**config.mk**
```make
export PLATFORM = sky130hd
export DESIGN_NAME = npf_isqrt
export DESIGN_NICKNAME = d
export VERILOG_FILES = /design/src/hw/rtl/nearest_path_point_finder_defines.svh /design/src/hw/rtl/npf_pkg.sv /design/src/hw/rtl/npf_isqrt.sv
export SDC_FILE = /design/constraint.sdc
export NUM_CORES = 1
export LEC_CHECK = 0
export BUFFER_PORTS_ARGS = -buffer_cell sky130_fd_sc_hd__buf_4
export CORE_MARGIN = 10
export CORE_UTILIZATION = 40
export CTS_CLUSTER_DIAMETER = 100
export DETAILED_ROUTE_END_ITERATION = 8
export PLACE_DENSITY_LB_ADDON = 0.15
export SETUP_SLACK_MARGIN = 0.5
export SYNTH_ARGS = -nofsm -noshare
export SYNTH_HDL_FRONTEND = slang
export SYNTH_SLANG_ARGS = --single-unit
```
**constraint.sdc**
```tcl
create_clock -name i_clk -period 6.4 [get_ports i_clk]
set_clock_uncertainty 0.15 [all_clocks]
set_input_delay 0.64 -clock i_clk [delete_from_list [all_inputs] [get_ports i_clk]]
set_output_delay 0.64 -clock i_clk [all_outputs]
set_load 0.02 [all_outputs]
```
**src/hw/rtl/nearest_path_point_finder_defines.svh**
```systemverilog
// Assertion helpers for the nearest path point finder.
`ifndef NEAREST_PATH_POINT_FINDER_DEFINES_SVH
`define NEAREST_PATH_POINT_FINDER_DEFINES_SVH

// same-cycle implication, checked out of reset
`define NPF_ASSERT_IMP(lbl, ante, cons, msg) \
    lbl: assert property (@(posedge i_clk) disable iff (!i_rst_n) (ante) |-> (cons)) \
        else $error(msg);

// next-cycle implication, checked out of reset
`define NPF_ASSERT_NEXT(lbl, ante, cons, msg) \
    lbl: assert property (@(posedge i_clk) disable iff (!i_rst_n) (ante) |=> (cons)) \
        else $error(msg);

`endif

```
**src/hw/rtl/npf_pkg.sv**
```systemverilog
package npf_pkg;

    localparam int COORD_W    = 24;
    localparam int ATTR_W     = 16;
    localparam int CMD_W      = 2;
    localparam int STATUS_W   = 2;
    localparam int OUT_CNT_W  = 9;
    localparam int DIFF_W     = COORD_W + 1;
    localparam int SQ_W       = 2 * DIFF_W;
    localparam int ROOT_W     = 25;
    localparam int SQRT_STEPS = ROOT_W;
    localparam int STEP_W     = $clog2(SQRT_STEPS);

    localparam logic [CMD_W-1:0] CMD_CLEAR  = 2'd0;
    localparam logic [CMD_W-1:0] CMD_APPEND = 2'd1;
    localparam logic [CMD_W-1:0] CMD_QUERY  = 2'd2;
    localparam logic [CMD_W-1:0] CMD_UNUSED = 2'd3;

    localparam logic [STATUS_W-1:0] STATUS_OK    = 2'd0;
    localparam logic [STATUS_W-1:0] STATUS_EMPTY = 2'd1;
    localparam logic [STATUS_W-1:0] STATUS_FULL  = 2'd2;

    typedef struct packed {
        logic [CMD_W-1:0]          command;
        logic signed [COORD_W-1:0] pos_x;
        logic signed [COORD_W-1:0] pos_y;
        logic signed [ATTR_W-1:0]  point_yaw;
        logic signed [ATTR_W-1:0]  point_curvature;
    } t_in_item;

    typedef struct packed {
        logic signed [COORD_W-1:0] near_x;
        logic signed [COORD_W-1:0] near_y;
        logic signed [ATTR_W-1:0]  near_yaw;
        logic signed [ATTR_W-1:0]  near_curvature;
        logic [ROOT_W-1:0]         end_distance;
        logic [STATUS_W-1:0]       status;
        logic [OUT_CNT_W-1:0]      point_count;
    } t_out_item;

    typedef struct packed {
        logic signed [COORD_W-1:0] x;
        logic signed [COORD_W-1:0] y;
        logic signed [ATTR_W-1:0]  yaw;
        logic signed [ATTR_W-1:0]  curvature;
    } t_entry;

    typedef struct packed {
        logic first;
        logic last;
    } t_tag;

endpackage

```
**src/hw/rtl/npf_isqrt.sv**
```systemverilog
module npf_isqrt
    import npf_pkg::*;
(
    input  logic              i_clk,
    input  logic              i_rst_n,
    input  logic              i_start,
    input  logic [SQ_W-1:0]   i_value,
    output logic              o_busy,
    output logic [ROOT_W-1:0] o_root
);

    logic [SQ_W-1:0]   r_rem;
    logic [SQ_W:0]     r_root;
    logic [SQ_W-1:0]   r_bit;
    logic [STEP_W-1:0] r_step;
    logic              r_busy;
    logic [SQ_W:0]     n_trial;
    logic              n_take;

    always_comb begin
        n_trial = r_root + {1'b0, r_bit};
        n_take  = {1'b0, r_rem} >= n_trial;
    end

    always_ff @(posedge i_clk) begin
        if (i_start) begin
            r_rem  <= i_value;
            r_root <= '0;
            r_bit  <= SQ_W'(1) << (SQ_W - 2);
            r_step <= STEP_W'(SQRT_STEPS - 1);
        end else if (r_busy) begin
            if (n_take) begin
                r_rem  <= r_rem - n_trial[SQ_W-1:0];
                r_root <= (r_root >> 1) + {1'b0, r_bit};
            end else begin
                r_root <= r_root >> 1;
            end
            r_bit  <= r_bit >> 2;
            r_step <= r_step - STEP_W'(1);
        end
    end

    always_ff @(posedge i_clk) begin
        if (!i_rst_n) begin
            r_busy <= 1'b0;
        end else if (i_start) begin
            r_busy <= 1'b1;
        end else if (r_busy && (r_step == '0)) begin
            r_busy <= 1'b0;
        end
    end

    assign o_busy = r_busy;
    assign o_root = r_root[ROOT_W-1:0];

endmodule

```
==> impl_metrics.ini <==
[yosys]
ys_top_cells_by_area = dfxtp_1, edfxtp_1, ha_1, nor2_1, xnor2_1
ys_ff_latch = 132
yosysUniqueCellTypes = 71
syn_inst = 1456
ys_seq_area_share_pct = 26.90
synth.net_count = 1613
synth_edf_count = 50
synth_largest_area_cell = dfxtp_1
yosys_warnings = 0
syn_avg_cell_area_um2 = 8.024
async_flop_share_pct = 0
synthFlopType = dfxtp_1
synth.top_cell.area_share_pct = 14.05
syn-cell-area_um2 = 11680

[detailed_routing]
dr.pass1.iters = 6
vias = 10766
routed_via_density = 5.727
drt_wl_total_mm = 33.86
wire_per_inst_um = 18.01
route.detailed.drc = 0
drt_iter0_drc = 723
ant_nets = 0

[global_routing]
grt_pass1_vias = 10145
grt_max_degree = 95
grt_first_pass_wirelength_mm = 53.71
grt_use_total_pct = 18.16
grt.overflow.total = 0
antenna_found_initial = 0

[placed_design]
dpl_worst_slack_ns = 0.5581
place.gp.congestion = 0.8617
portBuffers = 78
placed_area_um2 = 12480
dpl.hpwl_mm = 25.06

[timing]
drv_slew = 0
fin_crit_sh_pct = 87.18
period_minus_slack_ns = 5.580
tns_ns = 0
grt_setup_unrepaired = no
fin_ws_ns = 0.8203
finalSetupViolations = 0
fmax_mhz = 179.2
maxSlewHeadroom_pct = 41.64
finalHoldViolCount = 0
tightestPinTransition_ns = 0.8694
holdWs_ns = 0.2805

[clock_network]
clk_latency_ns = 0.44
cts_buffers = 17
htree_levels = 4
clkTransAtPathRegs_ns = 0.06
cts_tree = yes
clock_path_buffers = 2
clock-sinks = 132
clockRootBuffer = clkbuf_16

[setup_path]
critPathKind = reg -> reg
endpoint_kind = flop
r2r-start = r_root[2]$_SDFFE_PP0P_
required_ns = 6.58
cp-start-kind = flop
cp-startpoint = r_root[2]$_SDFFE_PP0P_
crit_arrival_ns = 5.76
r2r_setup_slack_ns = 0.82
worstPathMaxFanout = 15

[final_layout]
design_area_um2 = 13240
area_delta_synth_final_pct = 13.31
fin_nets = 1640
fillers = 2856
diodes = 0
drive_above_1_share_pct = 11.83

[power_and_ir_drop]
total_power_mw = 4.905
pwr_density_cell_nw_per_um2 = 370.5
irDropWorstVdd_uv = 204.2
p_leak_nw = 5.100

[run]
max_cap_viol_count = 0

[status]
run_status = complete, no violations

[die]
rows = 62
ios = 79
core_area_um2 = 28780
start_util_pct = 40.59
die_w_um = 190.9
die_h_um = 190.9
die_area_um2 = 36440

[min_path]
hold_path_startpoint = i_rst_n
holdCritPathClass = in -> reg
worst paths after layout:
path	end	depth (start not counted)
setup reg to reg	r_root[7]$_SDFFE_PP0P_	24
setup / recovery	r_root[7]$_SDFFE_PP0P_	24
hold reg to reg	r_step[1]$_SDFFE_PP0P_	2
hold / removal	o_busy$_SDFFE_PN0P_	2
report_power, final:
group	internal [mW]	switching [mW]	total, mW
clock network	0.685	0.414	1.10
logic	1.01	1.53	2.54
registers	1.11	0.150	1.26
placed cells by master, fill, tap and decap left out, types with 20 or more instances in the layout:
cell	instances
clkbuf_16	20
buf_4	95
nor2_1	167
a31oi_1	36
ha_1	101
xnor2_1	67
nand2_1	142
o21ai_0	102
a21oi_1	100
edfxtp_1	50
a211oi_1	56
nand4_1	21
o31ai_1	23
mux2i_1	44
nand3_1	25
inv_1	44
a21o_1	32
dfxtp_1	79
xor2_1	44
synth_stat cells (5+ instances only):
cell type / n
or3_1: 7
buf_4: 27
and2_1: 9
and3_1: 8
o21bai_1: 16
xnor2_1: 67
o211ai_1: 9
a221oi_1: 5
nand3_1: 25
o21ai_0: 102
a31oi_1: 39
a21o_1: 33
nor3_1: 16
edfxtp_1: 50
a311oi_1: 9
o31ai_1: 23
clkbuf_2: 5
nand2b_1: 18
o21a_1: 13
nor2b_1: 11
o31a_1: 10
o21ai_1: 6
a211oi_1: 58
ha_1: 103
buf_1: 9
clkbuf_1: 43
buf_2: 6
xor2_1: 45
a21oi_1: 105
nor4_1: 5
nand4_1: 21
inv_1: 44
nor2_1: 168
dfxtp_1: 82
a211o_1: 5
nand2_1: 142
mux2i_1: 44
cell type report:
class                   instances  area [um^2]  share of cell area (%)
repair buffers                 99        767.0                   5.794
well taps                     384        480.5                   3.629
flip-flops and latches        132         3149                   23.79
multi-input cells            1189         8029                   60.65
inverters                      44        165.2                   1.248
clock inverters                10        138.9                   1.049
clock buffers                  22        508.0                   3.837
critical path, cell delays in order (launching register included):
cell      delay (ns)
dfxtp_1         0.37
ha_1            0.38
a31oi_2         0.15
a211oi_4        0.32
a211oi_1        0.13
buf_4           0.17
o31ai_4         0.27
nand3_1         0.11
nand2_1         0.13
nand3_1         0.11
a21oi_2         0.23
a31oi_1         0.12
xor2_1          0.17
ha_1            0.37
and3_2          0.25
nand2_1         0.07
or4_1           0.48
nor3_2          0.11
a31oi_1         0.10
nand2_1         0.10
a211oi_4        0.09
a21o_1          0.22
buf_4           0.21
or3_1           0.36
a311oi_1        0.27
state kept, by name, summed over array words and instances, names as in the netlist:
register and flops:
o_busy 1, r_step 5, r_root 51, r_rem 50
r_bit 25
logic make-up after synthesis:
| logic type | after synthesis | synth area share (%) |
|---|---|---|
| flip-flops | 132 | 26.90 |
| XOR/XNOR | 112 | 8.397 |
| multiplexers | 48 | 4.155 |
| AND/OR/NAND/NOR | 450 | 17.30 |
| adder cells (fa/ha/maj) | 104 | 11.20 |
| AO/OA/AOI/OAI | 475 | 26.66 |
| buffers and inverters | 135 | 5.387 |
what timing repair did:
action	CTS	global route
resized for setup	0	21
setup buffers	0	3
hold buffers	0	0
setup endpoints to repair	0	106
routing by layer:
metal | vias to the layer above | global-route usage [%] | part of all wire (%)
met5 | - | 0 | 0
met4 | 0 | 5.572 | 1.8
met3 | 38 | 3.316 | 4.5
met2 | 239 | 27.74 | 44
met1 | 5097 | 25.36 | 50
li1 | 5392 | - | -
stage by stage:
step           instances  util [%]
4_1_cts             1877     45.60
3_3_place_gp        1845     43.35
5_1_grt             1880     46.00
2_1_floorplan       1456         -
6_report            1880     46.00
3_5_place_dp        1845     43.35
No activity file was read; power rests on OpenSTA's default activity.
