===== src/hw/rtl/nearest_path_point_finder_defines.svh =====
// Assertion helpers for the nearest path point finder.
`ifndef NEAREST_PATH_POINT_FINDER_DEFINES_SVH
`define NEAREST_PATH_POINT_FINDER_DEFINES_SVH

// same-cycle implication, checked out of reset
`define NPF_ASSERT_IMP(lbl, ante, cons, msg) \
    lbl: assert property (@(posedge i_clk) disable iff (!i_rst_n) (ante) |-> (cons)) \
        else $error(msg);

// next-cycle implication, checked out of reset
`define NPF_ASSERT_NEXT(lbl, ante, cons, msg) \
    lbl: assert property (@(posedge i_clk) disable iff (!i_rst_n) (ante) |=> (cons)) \
        else $error(msg);

`endif


===== src/hw/rtl/npf_pkg.sv =====
package npf_pkg;

    localparam int COORD_W    = 24;
    localparam int ATTR_W     = 16;
    localparam int CMD_W      = 2;
    localparam int STATUS_W   = 2;
    localparam int OUT_CNT_W  = 9;
    localparam int DIFF_W     = COORD_W + 1;
    localparam int SQ_W       = 2 * DIFF_W;
    localparam int ROOT_W     = 25;
    localparam int SQRT_STEPS = ROOT_W;
    localparam int STEP_W     = $clog2(SQRT_STEPS);

    localparam logic [CMD_W-1:0] CMD_CLEAR  = 2'd0;
    localparam logic [CMD_W-1:0] CMD_APPEND = 2'd1;
    localparam logic [CMD_W-1:0] CMD_QUERY  = 2'd2;
    localparam logic [CMD_W-1:0] CMD_UNUSED = 2'd3;

    localparam logic [STATUS_W-1:0] STATUS_OK    = 2'd0;
    localparam logic [STATUS_W-1:0] STATUS_EMPTY = 2'd1;
    localparam logic [STATUS_W-1:0] STATUS_FULL  = 2'd2;

    typedef struct packed {
        logic [CMD_W-1:0]          command;
        logic signed [COORD_W-1:0] pos_x;
        logic signed [COORD_W-1:0] pos_y;
        logic signed [ATTR_W-1:0]  point_yaw;
        logic signed [ATTR_W-1:0]  point_curvature;
    } t_in_item;

    typedef struct packed {
        logic signed [COORD_W-1:0] near_x;
        logic signed [COORD_W-1:0] near_y;
        logic signed [ATTR_W-1:0]  near_yaw;
        logic signed [ATTR_W-1:0]  near_curvature;
        logic [ROOT_W-1:0]         end_distance;
        logic [STATUS_W-1:0]       status;
        logic [OUT_CNT_W-1:0]      point_count;
    } t_out_item;

    typedef struct packed {
        logic signed [COORD_W-1:0] x;
        logic signed [COORD_W-1:0] y;
        logic signed [ATTR_W-1:0]  yaw;
        logic signed [ATTR_W-1:0]  curvature;
    } t_entry;

    typedef struct packed {
        logic first;
        logic last;
    } t_tag;

endpackage


===== src/hw/rtl/npf_dist.sv =====
module npf_dist
    import npf_pkg::*;
(
    input  logic                      i_clk,
    input  logic                      i_rst_n,
    input  logic                      i_valid,
    input  t_entry                    i_entry,
    input  t_tag                      i_tag,
    input  logic signed [COORD_W-1:0] i_qx,
    input  logic signed [COORD_W-1:0] i_qy,
    output logic                      o_valid,
    output logic [SQ_W-1:0]           o_dist,
    output t_entry                    o_entry,
    output t_tag                      o_tag
);

    logic signed [DIFF_W-1:0] n_dx;
    logic signed [DIFF_W-1:0] n_dy;
    logic [DIFF_W-1:0]        n_ax;
    logic [DIFF_W-1:0]        n_ay;

    logic [DIFF_W-1:0] r_ax;
    logic [DIFF_W-1:0] r_ay;
    logic [SQ_W-1:0]   r_sqx;
    logic [SQ_W-1:0]   r_sqy;
    logic [SQ_W-1:0]   r_dist;
    t_entry            r_entry1;
    t_entry            r_entry2;
    t_entry            r_entry3;
    t_tag              r_tag1;
    t_tag              r_tag2;
    t_tag              r_tag3;
    logic              r_v1;
    logic              r_v2;
    logic              r_v3;

    always_comb begin
        n_dx = {i_entry.x[COORD_W-1], i_entry.x} - {i_qx[COORD_W-1], i_qx};
        n_dy = {i_entry.y[COORD_W-1], i_entry.y} - {i_qy[COORD_W-1], i_qy};
        n_ax = n_dx[DIFF_W-1] ? DIFF_W'(-n_dx) : DIFF_W'(n_dx);
        n_ay = n_dy[DIFF_W-1] ? DIFF_W'(-n_dy) : DIFF_W'(n_dy);
    end

    always_ff @(posedge i_clk) begin
        r_ax     <= n_ax;
        r_ay     <= n_ay;
        r_entry1 <= i_entry;
        r_tag1   <= i_tag;
        r_sqx    <= {{DIFF_W{1'b0}}, r_ax} * {{DIFF_W{1'b0}}, r_ax};
        r_sqy    <= {{DIFF_W{1'b0}}, r_ay} * {{DIFF_W{1'b0}}, r_ay};
        r_entry2 <= r_entry1;
        r_tag2   <= r_tag1;
        r_dist   <= r_sqx + r_sqy;
        r_entry3 <= r_entry2;
        r_tag3   <= r_tag2;
    end

    always_ff @(posedge i_clk) begin
        if (!i_rst_n) begin
            r_v1 <= 1'b0;
            r_v2 <= 1'b0;
            r_v3 <= 1'b0;
        end else begin
            r_v1 <= i_valid;
            r_v2 <= r_v1;
            r_v3 <= r_v2;
        end
    end

    assign o_valid = r_v3;
    assign o_dist  = r_dist;
    assign o_entry = r_entry3;
    assign o_tag   = r_tag3;

endmodule


===== config.mk =====
export PLATFORM = sky130hd
export DESIGN_NAME = npf_dist
export DESIGN_NICKNAME = d
export VERILOG_FILES = /design/src/hw/rtl/nearest_path_point_finder_defines.svh /design/src/hw/rtl/npf_pkg.sv /design/src/hw/rtl/npf_dist.sv
export SDC_FILE = /design/constraint.sdc
export NUM_CORES = 2
export LEC_CHECK = 0
export ABC_CLOCK_PERIOD_IN_PS = 21800
export BUFFER_PORTS_ARGS = -buffer_cell sky130_fd_sc_hd__buf_2
export CAP_MARGIN = 5
export CORE_AREA = 4 4 340 342
export DETAILED_ROUTE_END_ITERATION = 7
export DIE_AREA = 0 0 344 346
export HOLD_SLACK_MARGIN = 0.08
export PLACE_DENSITY = 0.59
export SYNTH_ARGS = -nofsm -noshare
export SYNTH_HDL_FRONTEND = slang
export SYNTH_SLANG_ARGS = --single-unit

===== constraint.sdc =====
create_clock -name i_clk -period 21.8 [get_ports i_clk]
set_input_delay 2.18 -clock i_clk [delete_from_list [all_inputs] [get_ports i_clk]]
set_output_delay 2.18 -clock i_clk [all_outputs]
set_load 0.01 [all_outputs]

==> results list <==
- For this design, the CTS-stage hold fixing added 0 buffers.
- TritonCTS clock tree: built
- Chip Width: 344 um
- Along the worst path, the maximum fanout reaches 27.
- The H-tree generated during clock tree synthesis spans 2 levels.
* Count of flip-flops with a built-in enable after synthesis: 0
- In this run the worst setup path terminates at r_sqy[48]$_DFF_P_.
* Number of detailed-routing iterations run before antenna repair: 5
* Timing-limited maximum frequency: 119 MHz
- DIE HEIGHT: 346 um
* Clk sink count: 447
- Routability congestion estimate from global placement: 0.860
* Worst-case reg-to-reg path depth: 24
- Critical R2R Launch: r_ay[1]$_DFF_P_
* Layout Utilization: 0.491
* FFs w/ async S/R, synth: 0
- Using the TritonRoute via totals, the vias-per-cell ratio works out to between 4 and 5.
- Reg area: 8950 um2
- At the pin with the least slew margin, the transition time is 1.35 ns.
* Net Count, Synth: 6817
- Row generation in the floorplan step produced 123 rows.
* CTS Buf Count: 49
- Startpoint type of the worst setup path: flip-flop
* Final ANT Viol Nets: 0
- Leaving out fill and tap cells, the most frequent cells in the layout are 1450 x sky130_fd_sc_hd__inv_1, 934 x sky130_fd_sc_hd__fa_1, 472 x sky130_fd_sc_hd__ha_1.
- The smallest clock period supported by the final layout is computed as approximately 8.4 ns.
- Final max-slew violation count: 0
- # nets final: 7057
- Multi-input gate area in the final layout: 35500 um2
- The number of placed instances, taps included, is between 6000 and 7000.
* Syn Std Cell Area: 50300 um2
- Detailed-route wire length on metal 1: 50.7 mm
- In the routed design, unresolved DRC markers number 0.
* Via count: 34400
* Clock transition at the registers of the reported paths: 0.06 ns
- Post-Layout Cell Count: 7056
* Number of instances in the synthesized netlist: 5278
* Run status: finished clean
- The first global-routing pass estimated 190 mm of wire.
- Clock latency on the worst-skew pair, taken at its later pin, is approximately 0.66 ns.
- Root Buffer: sky130_fd_sc_hd__clkbuf_16
- Of the synthesized area, sequential elements account for 0.178.
- Filler cell count in the final layout: 10700
- The worst register-to-register path ends at r_sqy[48]$_DFF_P_.
* Mean Syn Cell Area: roughly 9.5 um2
* Vias in the first global route: 36900
- Wire segments on met3 add up to between 7 and 8 mm in the final route.
- The worst pin sits at a relative slew slack of 0.101.
* Worst setup path startpoint: r_ay[1]$_DFF_P_
* Placed standard-cell area: 53400 um2
- For this run, the number of Yosys warnings is 0.
* Number of buffers on the longest clock path: 3
- The tool flagged a number of max-cap violations equal to 0.
- Critical Setup Path Class: flip-flop to flip-flop
- At the worst endpoint, the required time is around 22 ns.
- Endpoints failing hold: 0
- Tightest Hold Check Type: flip-flop to flip-flop
* Met2 routed wirelength: approximately 54 mm
- Setup violators final: 0
* Wire length reported by the detailed router: 115 mm
- The netlist uses 82 different library cells.
- Post-route design area: 55100 um2
* All-Layer GR Usage: 0.200
* RSZ-0062 raised after global routing: false
- The initial antenna violation count is 6.
- After global routing the overflow that remains totals 0.
- Floorplan core area: 112000 um2
- In the finished design, the share of the clock period the worst path needs comes to 0.386.
- Synth-to-layout area growth: 9.53%
- #FFs+latches synth: 447
* Largest net degree at the start of global routing: 29
- Final Skew: 0.0449 ns
* Buffers inserted by post-CTS timing repair: 0
- In this run the top signal layer used is met4.
- Among all flip-flop cells after synthesis, the most frequent one is sky130_fd_sc_hd__dfxtp_1.
- For flop-to-flop paths, the worst setup slack is 13.38 ns.
* Overall die area: between 100000 and 150000 um2
* Endpoint kind of the worst setup timing path: flip-flop
* Half-perimeter wire length of the detailed placement result: about 93 mm
* Buffers added on ports: ~270
* Arrival @ worst endpoint: 9.00 ns
- After detailed routing, the average wire length per cell comes to 16.3 um.
- Top-level port count: 266
- Initial Utilization: 0.448
* Quantity of gates resized following cts: 0
* Final setup TNS: 0 ns
- In the final layout, the share of cells above drive strength 1 is 0.0774.
* Commonest non-fill, non-tap cell in the layout: sky130_fd_sc_hd__inv_1
* First DRT Iteration DRCs: 1660
## worst min path at each step
stage / slack, ns / cells after the start / from / end
global route: 0.32 / 0 / r_entry2[57]$_DFF_P_ / o_entry[57]$_DFF_P_
floorplan: 0.31 / 0 / r_entry2[0]$_DFF_P_ / o_entry[0]$_DFF_P_
detailed placement: 0.31 / 0 / r_entry2[23]$_DFF_P_ / o_entry[23]$_DFF_P_
CTS: 0.32 / 0 / r_entry2[62]$_DFF_P_ / o_entry[62]$_DFF_P_
global placement: 0.31 / 0 / r_entry1[29]$_DFF_P_ / r_entry2[29]$_DFF_P_
finish: 0.31 / 0 / r_entry2[62]$_DFF_P_ / o_entry[62]$_DFF_P_
## cell type report
type	instances	area share
Clock inverter	23	0.00624
Tap cell	1500	0.0341
Clock buffer	65	0.0246
Antenna cell	1	0.0000454
Inverter	1450	0.0987
Sequential cell	447	0.162
Timing Repair Buffer	311	0.0303
Multi-Input combinational cell	3259	0.644
## critical path, cell delays in order, from the launching register on
cell	delay (ns)
sky130_fd_sc_hd__dfxtp_1	1.20
sky130_fd_sc_hd__nand2_1	0.28
sky130_fd_sc_hd__fa_1	0.57
sky130_fd_sc_hd__inv_1	0.05
sky130_fd_sc_hd__fa_1	0.52
sky130_fd_sc_hd__inv_1	0.05
sky130_fd_sc_hd__fa_1	0.46
sky130_fd_sc_hd__fa_1	0.55
sky130_fd_sc_hd__inv_1	0.05
sky130_fd_sc_hd__fa_1	0.53
sky130_fd_sc_hd__fa_1	0.50
sky130_fd_sc_hd__inv_1	0.05
sky130_fd_sc_hd__fa_1	0.47
sky130_fd_sc_hd__inv_1	0.04
sky130_fd_sc_hd__ha_1	0.38
sky130_fd_sc_hd__a21oi_1	0.26
sky130_fd_sc_hd__o21ai_0	0.12
sky130_fd_sc_hd__a221oi_1	0.29
sky130_fd_sc_hd__nand2_1	0.16
sky130_fd_sc_hd__o211ai_1	0.50
sky130_fd_sc_hd__a31oi_1	0.23
sky130_fd_sc_hd__a311oi_1	0.57
sky130_fd_sc_hd__o21ai_0	0.18
sky130_fd_sc_hd__a21oi_1	0.19
sky130_fd_sc_hd__xnor2_1	0.12
## flip-flops by register name (all words and copies together) (netlist names)
register,count
r_sqy,49
o_dist,50
o_entry,80
r_entry2,80
r_v2,1
r_sqx,49
r_entry1,80
r_tag1,2
r_tag2,2
r_ax,25
r_ay,25
r_v1,1
o_valid,1
o_tag,2
## logic make-up after synthesis
group                      count (synthesis)  share of synthesized area
adders and majority gates               1406                      0.489
buffers and inverters                   1572                      0.117
AOI/OAI and AO/OA                        557                     0.0716
and+or+nand+nor                         1060                      0.103
DFF                                      447                      0.178
xor gates and xnor gates                 230                     0.0400
muxes                                      6                    0.00129
## cell usage after synthesis, types with 72 or more instances
master                     count  area, um2
sky130_fd_sc_hd__inv_1      1450       5440
sky130_fd_sc_hd__dfxtp_1     447       8950
sky130_fd_sc_hd__xnor2_1     149       1310
sky130_fd_sc_hd__a21oi_1     183        916
sky130_fd_sc_hd__xor2_1       81        709
sky130_fd_sc_hd__fa_1        934      18700
sky130_fd_sc_hd__nand2_1     423       1590
sky130_fd_sc_hd__clkbuf_1    120        450
sky130_fd_sc_hd__ha_1        472       5910
sky130_fd_sc_hd__and2_1      259       1620
sky130_fd_sc_hd__o21ai_0      72        360
sky130_fd_sc_hd__a21o_1       83        623
sky130_fd_sc_hd__nor2_1      171        642
## routing by layer
metal | GRT usage | vias up
li1 | - | 16300
met1 | 0.275 | 17000
met2 | 0.330 | 857
met3 | 0.0350 | 133
met4 | 0.0461 | 0
met5 | 0 | -
## metrics by stage
step | hold WS, ns | setup WS [ns]
2_1_floorplan | 0.310 | 14.50
3_3_place_gp | 0.309 | 13.56
3_5_place_dp | 0.312 | 13.47
4_1_cts | 0.316 | 13.43
5_1_grt | 0.321 | 12.87
6_report | 0.315 | 13.38
Power is left out: the tool's default activity adds up to more than one toggle a clock period on the data nets, which glitch-free logic cannot reach.
